## config.mk

```make
export PLATFORM = sky130hd
export DESIGN_NAME = baro_pressure_temp_compensation
export DESIGN_NICKNAME = d
export VERILOG_FILES = /design/src/hdl/bptc_pkg.sv /design/src/hdl/baro_pressure_temp_compensation.sv
export SDC_FILE = /design/constraint.sdc
export NUM_CORES = 2
export LEC_CHECK = 0
export BUFFER_PORTS_ARGS = -buffer_cell sky130_fd_sc_hd__buf_2
export CAP_MARGIN = 20
export CORE_UTILIZATION = 40
export DETAILED_ROUTE_END_ITERATION = 8
export PLACE_DENSITY_LB_ADDON = 0.15
export SETUP_SLACK_MARGIN = 0.5
export SYNTH_ARGS = -nofsm -noshare
export SYNTH_HDL_FRONTEND = slang
export SYNTH_SLANG_ARGS = --single-unit
```

## constraint.sdc

```tcl
create_clock -name clk -period 17.42 [get_ports clk]
set_clock_uncertainty 0.05 [all_clocks]
set_input_delay 1.742 -clock clk [delete_from_list [all_inputs] [get_ports clk]]
set_output_delay 1.742 -clock clk [all_outputs]
set_load 0.005 [all_outputs]
```

## src/hdl/bptc_pkg.sv

```systemverilog
// Package for the barometer compensation pipeline: base constants, shift amounts, register indexes.
package bptc_pkg;

  localparam int unsigned CFG_IDX_W = 2;
  localparam int unsigned CFG_DATA_W = 16;

  localparam logic [CFG_IDX_W-1:0] REG_CALIB_A = 2'd0;
  localparam logic [CFG_IDX_W-1:0] REG_CALIB_B = 2'd1;
  localparam logic [CFG_IDX_W-1:0] REG_CALIB_C = 2'd2;
  localparam logic [CFG_IDX_W-1:0] REG_CALIB_D = 2'd3;

  localparam logic [16:0]        UT1_BASE  = 17'd20224;
  localparam logic signed [16:0] D1_BASE   = 17'sd7168;
  localparam logic signed [10:0] C4_BASE   = 11'sd512;
  localparam logic [6:0]         C6_BASE   = 7'd50;
  localparam logic signed [18:0] SENS_BASE = 19'sd24576;
  localparam logic signed [23:0] TEMP_BASE = 24'sd204800;
  localparam logic signed [20:0] PRES_BASE = 21'sd8000;

  localparam int unsigned OFF_SHIFT  = 12;
  localparam int unsigned SENS_SHIFT = 10;
  localparam int unsigned X_SHIFT    = 14;

endpackage

```

## src/hdl/baro_pressure_temp_compensation.sv

```systemverilog
// Five-stage pipeline applying barometer pressure/temperature compensation.
//
//  channel  direction  handshake           payload
//  in_      request    in_valid/in_stall   in_pressure_raw, in_temperature_raw
//  out_     result     out_valid/out_stall out_pressure_q5, out_temperature_q10
//  cfg_     write      cfg_we              cfg_idx, cfg_wdata
//
// One request per cycle while in_stall is low; each result passes through five register
// stages (dT, dT products, OFF/SENS, SENS*(D1-7168), pressure), the first loaded at acceptance.
// Stages advance independently, so bubbles collapse under out_stall.
// in_stall rises only when all five stages hold data and out_stall is high.
// Synchronous reset clears the stage valid bits and the calibration words.
module baro_pressure_temp_compensation
  import bptc_pkg::*;
(
  input  logic                         clk,
  input  logic                         rst_n,
  input  logic                         in_valid,
  output logic                         in_stall,
  input  logic [15:0]                  in_pressure_raw,
  input  logic [15:0]                  in_temperature_raw,
  output logic                         out_valid,
  input  logic                         out_stall,
  output logic signed [20:0]           out_pressure_q5,
  output logic signed [23:0]           out_temperature_q10,
  input  logic                         cfg_we,
  input  logic [CFG_IDX_W-1:0]         cfg_idx,
  input  logic [CFG_DATA_W-1:0]        cfg_wdata
);

  logic [15:0] wa_r, wb_r, wc_r, wd_r;

  logic [14:0] c1;
  logic [11:0] c2;
  logic [9:0]  c3, c4;
  logic [10:0] c5;
  logic [5:0]  c6;

  assign c1 = wa_r[15:1];
  assign c5 = {wa_r[0], wb_r[15:6]};
  assign c6 = wb_r[5:0];
  assign c4 = wc_r[15:6];
  assign c2 = {wc_r[5:0], wd_r[5:0]};
  assign c3 = wd_r[15:6];

  logic v1_r, v2_r, v3_r, v4_r, v5_r;
  logic rdy1, rdy2, rdy3, rdy4, rdy5;

  assign rdy5 = !v5_r || !out_stall;
  assign rdy4 = !v4_r || rdy5;
  assign rdy3 = !v3_r || rdy4;
  assign rdy2 = !v2_r || rdy3;
  assign rdy1 = !v1_r || rdy2;
  assign in_stall = !rdy1;

  // stage 1: dT and D1 offset
  logic [16:0]        ut1;
  logic signed [17:0] dt_nxt, dt_r;
  logic signed [16:0] d1m_nxt, d1m_r;

  assign ut1     = {3'b000, c5, 3'b000} + UT1_BASE;
  assign dt_nxt  = $signed({2'b00, in_temperature_raw}) - $signed({1'b0, ut1});
  assign d1m_nxt = $signed({1'b0, in_pressure_raw}) - D1_BASE;

  // stage 2: dT products
  logic signed [10:0] c4m, c3s;
  logic [6:0]         c6p;
  logic signed [28:0] pc4_nxt, pc4_r, pc3_nxt, pc3_r;
  logic signed [25:0] pt_nxt, pt_r;
  logic signed [16:0] d1m2_r;

  assign c4m     = $signed({1'b0, c4}) - C4_BASE;
  assign c3s     = $signed({1'b0, c3});
  assign c6p     = {1'b0, c6} + C6_BASE;
  assign pc4_nxt = c4m * dt_r;
  assign pc3_nxt = c3s * dt_r;
  assign pt_nxt  = $signed({1'b0, c6p}) * dt_r;

  // stage 3: OFF, SENS, temperature
  logic signed [16:0] off_nxt, off_r;
  logic signed [18:0] sens_nxt, sens_r;
  logic signed [23:0] temp_nxt, temp_r;
  logic signed [16:0] d1m3_r;

  assign off_nxt  = $signed({3'b000, c2, 2'b00}) + 17'(pc4_r >>> OFF_SHIFT);
  assign sens_nxt = $signed({4'b0000, c1}) + 19'(pc3_r >>> SENS_SHIFT) + SENS_BASE;
  assign temp_nxt = 24'(pt_r) + TEMP_BASE;

  // stage 4: SENS * (D1 - 7168)
  logic signed [35:0] prod_nxt, prod_r;
  logic signed [16:0] off4_r;
  logic signed [23:0] temp4_r;

  assign prod_nxt = sens_r * d1m3_r;

  // stage 5: pressure
  logic signed [20:0] pres_nxt, pres_r;
  logic signed [23:0] temp5_r;

  assign pres_nxt = 21'(prod_r >>> X_SHIFT) - 21'(off4_r) + PRES_BASE;

  always_ff @(posedge clk) begin
    if (!rst_n) begin
      wa_r <= '0;
      wb_r <= '0;
      wc_r <= '0;
      wd_r <= '0;
    end else if (cfg_we) begin
      unique case (cfg_idx)
        REG_CALIB_A: wa_r <= cfg_wdata;
        REG_CALIB_B: wb_r <= cfg_wdata;
        REG_CALIB_C: wc_r <= cfg_wdata;
        REG_CALIB_D: wd_r <= cfg_wdata;
        default: ;
      endcase
    end
  end

  always_ff @(posedge clk) begin
    if (!rst_n) begin
      v1_r <= 1'b0;
      v2_r <= 1'b0;
      v3_r <= 1'b0;
      v4_r <= 1'b0;
      v5_r <= 1'b0;
    end else begin
      if (rdy1) v1_r <= in_valid;
      if (rdy2) v2_r <= v1_r;
      if (rdy3) v3_r <= v2_r;
      if (rdy4) v4_r <= v3_r;
      if (rdy5) v5_r <= v4_r;
    end
  end

  always_ff @(posedge clk) begin
    if (rdy1 && in_valid) begin
      dt_r  <= dt_nxt;
      d1m_r <= d1m_nxt;
    end
    if (rdy2 && v1_r) begin
      pc4_r  <= pc4_nxt;
      pc3_r  <= pc3_nxt;
      pt_r   <= pt_nxt;
      d1m2_r <= d1m_r;
    end
    if (rdy3 && v2_r) begin
      off_r  <= off_nxt;
      sens_r <= sens_nxt;
      temp_r <= temp_nxt;
      d1m3_r <= d1m2_r;
    end
    if (rdy4 && v3_r) begin
      prod_r  <= prod_nxt;
      off4_r  <= off_r;
      temp4_r <= temp_r;
    end
    if (rdy5 && v4_r) begin
      pres_r  <= pres_nxt;
      temp5_r <= temp4_r;
    end
  end

  assign out_valid           = v5_r;
  assign out_pressure_q5     = pres_r;
  assign out_temperature_q10 = temp5_r;

  a_full_stall: assert property (@(posedge clk) disable iff (!rst_n)
    in_stall |-> (out_valid && out_stall && v1_r && v4_r))
    else $error("input stalled while pipeline has room");

  a_enter: assert property (@(posedge clk) disable iff (!rst_n)
    ($past(rst_n) && $past(in_valid && !in_stall)) |-> v1_r)
    else $error("accepted request lost at stage 1");

  a_drain: assert property (@(posedge clk) disable iff (!rst_n)
    ($past(rst_n) && $past(out_valid && !out_stall && !v4_r)) |-> !out_valid)
    else $error("result repeated after delivery");

  a_hold: assert property (@(posedge clk) disable iff (!rst_n)
    ($past(rst_n) && $past(out_valid && out_stall)) |-> (out_valid && $stable(pres_r)))
    else $error("stalled result changed");

endmodule
```

==> flow_metrics.py <==
metrics = {
    "status": {
        "outcome": "finished, final reports clean",
    },
    "sta": {
        "period_needed_ns": 7.209,
        "relSlewSlack_pct": 29.16,
        "holdWs_ns": 0.3580,
        "worst_pin_slew_ns": 1.063,
        "fmax_mhz": 138.7,
        "setup_viol": 0,
        "hold_viol_final": 0,
        "fin_setup_tns_ns": 0,
        "final-max-slew-violation-count": 0,
        "period_share_pct": 41.38,
        "grt_setup_unrepaired": "false",
    },
    "clock_network": {
        "htree_levels": 2,
        "path_clk_slew_ns": 0.06,
        "numCtsBuffers": 45,
        "cts.path.max_buffers": 3,
        "cts_sinks": 362,
        "clk_latency_ns": 0.60,
        "hold_buffers": 0,
        "ctsResizeCount": 0,
        "cts_tree": "done",
        "clock-root-buffer": "clkbuf_16",
        "postCtsSetupBuffers": 0,
    },
    "pwr": {
        "ir_worst_vdd_uv": 156.4,
        "p_per_area_nw_per_um2": 120.2,
        "p_leak_nw": 20.57,
    },
    "worst_setup_path": {
        "critPathKind": "reg2reg",
        "critPathMaxFanout": 19,
        "crit_path_start": "d1m3_r[2]",
        "cp-end-kind": "flop",
        "worstPathArrival_ns": 7.50,
        "r2r_start": "d1m3_r[2]",
        "startpoint_type": "flop",
        "worstPathRequired_ns": 17.71,
    },
    "synthesis": {
        "synth_top_area_share_pct": 34.58,
        "ys.flop_type": "edfxtp_1",
        "synthArstFlopShare_pct": 0,
        "yosysSeqAreaShare_pct": 23.99,
        "avgSynthCellArea_um2": 10.32,
        "synth-seq-cells": 362,
        "synth_area_um2": 42430,
        "synth_edf_count": 293,
        "yosysUniqueCellTypes": 61,
        "synth_area_leaders": "fa_1 (35%), edfxtp_1 (21%), ha_1 (11%), inv_1 (7.6%), and2_1 (5.4%)",
        "synth_top_area_cell": "fa_1",
        "synth_cells": 4111,
        "synth_warnings": 0,
        "syn_nets": 5256,
    },
    "floorplan": {
        "die_height_um": 327.7,
        "dieArea_um2": 107400,
        "die_w_um": 327.7,
        "pin_count": 102,
        "fp-row-count": 119,
        "start_util_pct": 40.31,
        "core_area_um2": 105300,
    },
    "detailed_routing": {
        "drc": 0,
        "wl_per_cell_um": 17.97,
        "ant_nets": 0,
        "vias_per_cell": 4.791,
        "num_vias": 26660,
        "drtPass1Iterations": 7,
        "wirelength_um": 100000,
        "drt_first_iter_violations": 1235,
    },
    "flow_run": {
        "drv_cap": 0,
    },
    "grt": {
        "grt_pass1_wl_um": 164400,
        "grt-ovfl-total": 0,
        "track_usage_pct": 19.59,
        "grt_max_degree": 70,
        "grt_pass1_vias": 29430,
        "antenna_found_initial": 11,
    },
    "finish": {
        "finish.net_count": 5280,
        "synthToLayoutAreaGrowth_pct": 8.263,
        "layout-drive-gt1-share_pct": 5.753,
        "final_cell_area_um2": 45940,
    },
    "placement": {
        "numPortBuffers": 101,
        "dp_hpwl_um": 77930,
        "gp_congestion": 0.8313,
        "dpl-instance-area_um2": 44380,
    },
    "worst_hold_path": {
        "min_path_type": "reg2reg",
        "worstHoldStart": "temp4_r[9]",
    },
}
-- metrics by stage --
step | power (mW) | setup WS [ns] | util, % | instances
floorplan | 3.703 | 9.162 | - | 4111
detailed placement | 4.598 | 10.13 | 42.16 | 5479
global route | 6.078 | 9.921 | 43.63 | 5563
finish | 5.523 | 10.21 | 43.64 | 5565
global placement | 4.584 | 10.19 | 42.16 | 5479
CTS | 5.626 | 10.12 | 43.63 | 5563
-- final timing paths --
kind | end | slack, ns | cells after the start
min reg2reg | out_temperature_q10[9] | 0.36 | 0
max | prod_r[33] | 10.21 | 22
min | out_temperature_q10[9] | 0.36 | 0
max reg2reg | prod_r[33] | 10.21 | 22
-- layout make-up --
cell class,instances,area (um2)
fillers,10060,59330
repair buffers,130,723.2
multi-input cells,2732,28490
diodes,2,5.005
flip-flops and latches,362,10180
clock buffers,61,1259
inverters,864,3243
well taps,1391,1740
clock inverters,23,290.3
-- cell usage after synthesis, types with 35 or more instances --
library cell,n
inv_1,863
fa_1,733
nand2_1,492
and2_1,366
ha_1,357
edfxtp_1,293
clkbuf_1,153
xnor2_1,120
nor2_1,112
a21boi_0,76
a21oi_1,75
dfxtp_1,69
nor2b_1,64
o21ai_0,42
xor2_1,40
nor3_1,35
-- report_power, final --
part | leakage (nW) | total (mW) | switching [mW] | internal (mW)
logic | 16.5 | 3.24 | 1.86 | 1.39
clock network | 0.759 | 0.986 | 0.397 | 0.589
registers | 3.28 | 1.29 | 0.0703 | 1.22
total | 20.6 | 5.52 | 2.32 | 3.20
-- state kept, by name (all words and copies together), names as in the netlist, 17 cells and up --
| register | count |
|---|---|
| d1m2_r | 17 |
| d1m3_r | 17 |
| d1m_r | 17 |
| dt_r | 17 |
| off4_r | 17 |
| off_r | 17 |
| out_pressure_q5 | 21 |
| out_temperature_q10 | 24 |
| pc3_r | 18 |
| prod_r | 21 |
| pt_r | 24 |
| sens_r | 19 |
| temp4_r | 24 |
| temp_r | 24 |
-- critical path, stage by stage, from the launching register on --
cell and delay [ns]:
edfxtp_1 0.78, nand2_1 0.17, fa_1 0.54, fa_1 0.52
fa_1 0.53, inv_1 0.06, fa_1 0.49, fa_1 0.49
inv_1 0.05, fa_1 0.48, inv_1 0.04, ha_1 0.21
nor4_1 0.30, o211ai_1 0.13, o211a_1 0.31, a21o_2 0.28
a31o_2 0.30, o221a_4 0.31, o41ai_4 0.36, o21ai_2 0.15
o21ai_0 0.17, nand2b_1 0.08, xor2_1 0.14
-- cell usage in the layout (no fill, tap or decap), types with 6 or more instances in the layout --
master,synthesis,final
inv_1,863,863
fa_1,733,733
nand2_1,492,492
and2_1,366,366
ha_1,357,357
edfxtp_1,293,293
xnor2_1,120,119
nor2_1,112,112
buf_2,0,101
a21oi_1,75,75
a21boi_0,76,74
dfxtp_1,69,69
nor2b_1,64,61
clkbuf_16,0,47
o21ai_0,42,42
xor2_1,40,40
nor3_1,35,34
o21a_1,32,32
nand2b_1,31,31
buf_4,0,29
a21o_1,21,21
nand3_1,18,18
and3_1,16,16
or2_2,14,14
clkbuf_1,153,11
o21bai_1,10,10
o211ai_1,8,8
inv_6,0,7
a31oi_1,6,6
-- layer usage --
metal	up-vias	GRT usage, %	part of all wire, %
met2	431	32.56	47
met1	13560	27.81	48
met4	8	3.505	1.5
met5	-	0	0.046
li1	12580	-	-
met3	86	2.234	4.1
-- cell families (layout without fill, tap and decap cells) --
family	after synthesis	after routing	synth area share [%]
XOR/XNOR	160	160	3.303
AO/OA/AOI/OAI	312	312	4.998
other	0	2	0
adder cells (fa/ha/maj)	1090	1090	45.11
AND/OR/NAND/NOR	1170	1170	13.60
buffers and inverters	1017	1078	8.997
flip-flops	362	362	23.99
Note: power is estimated with default switching activity, not from simulation.
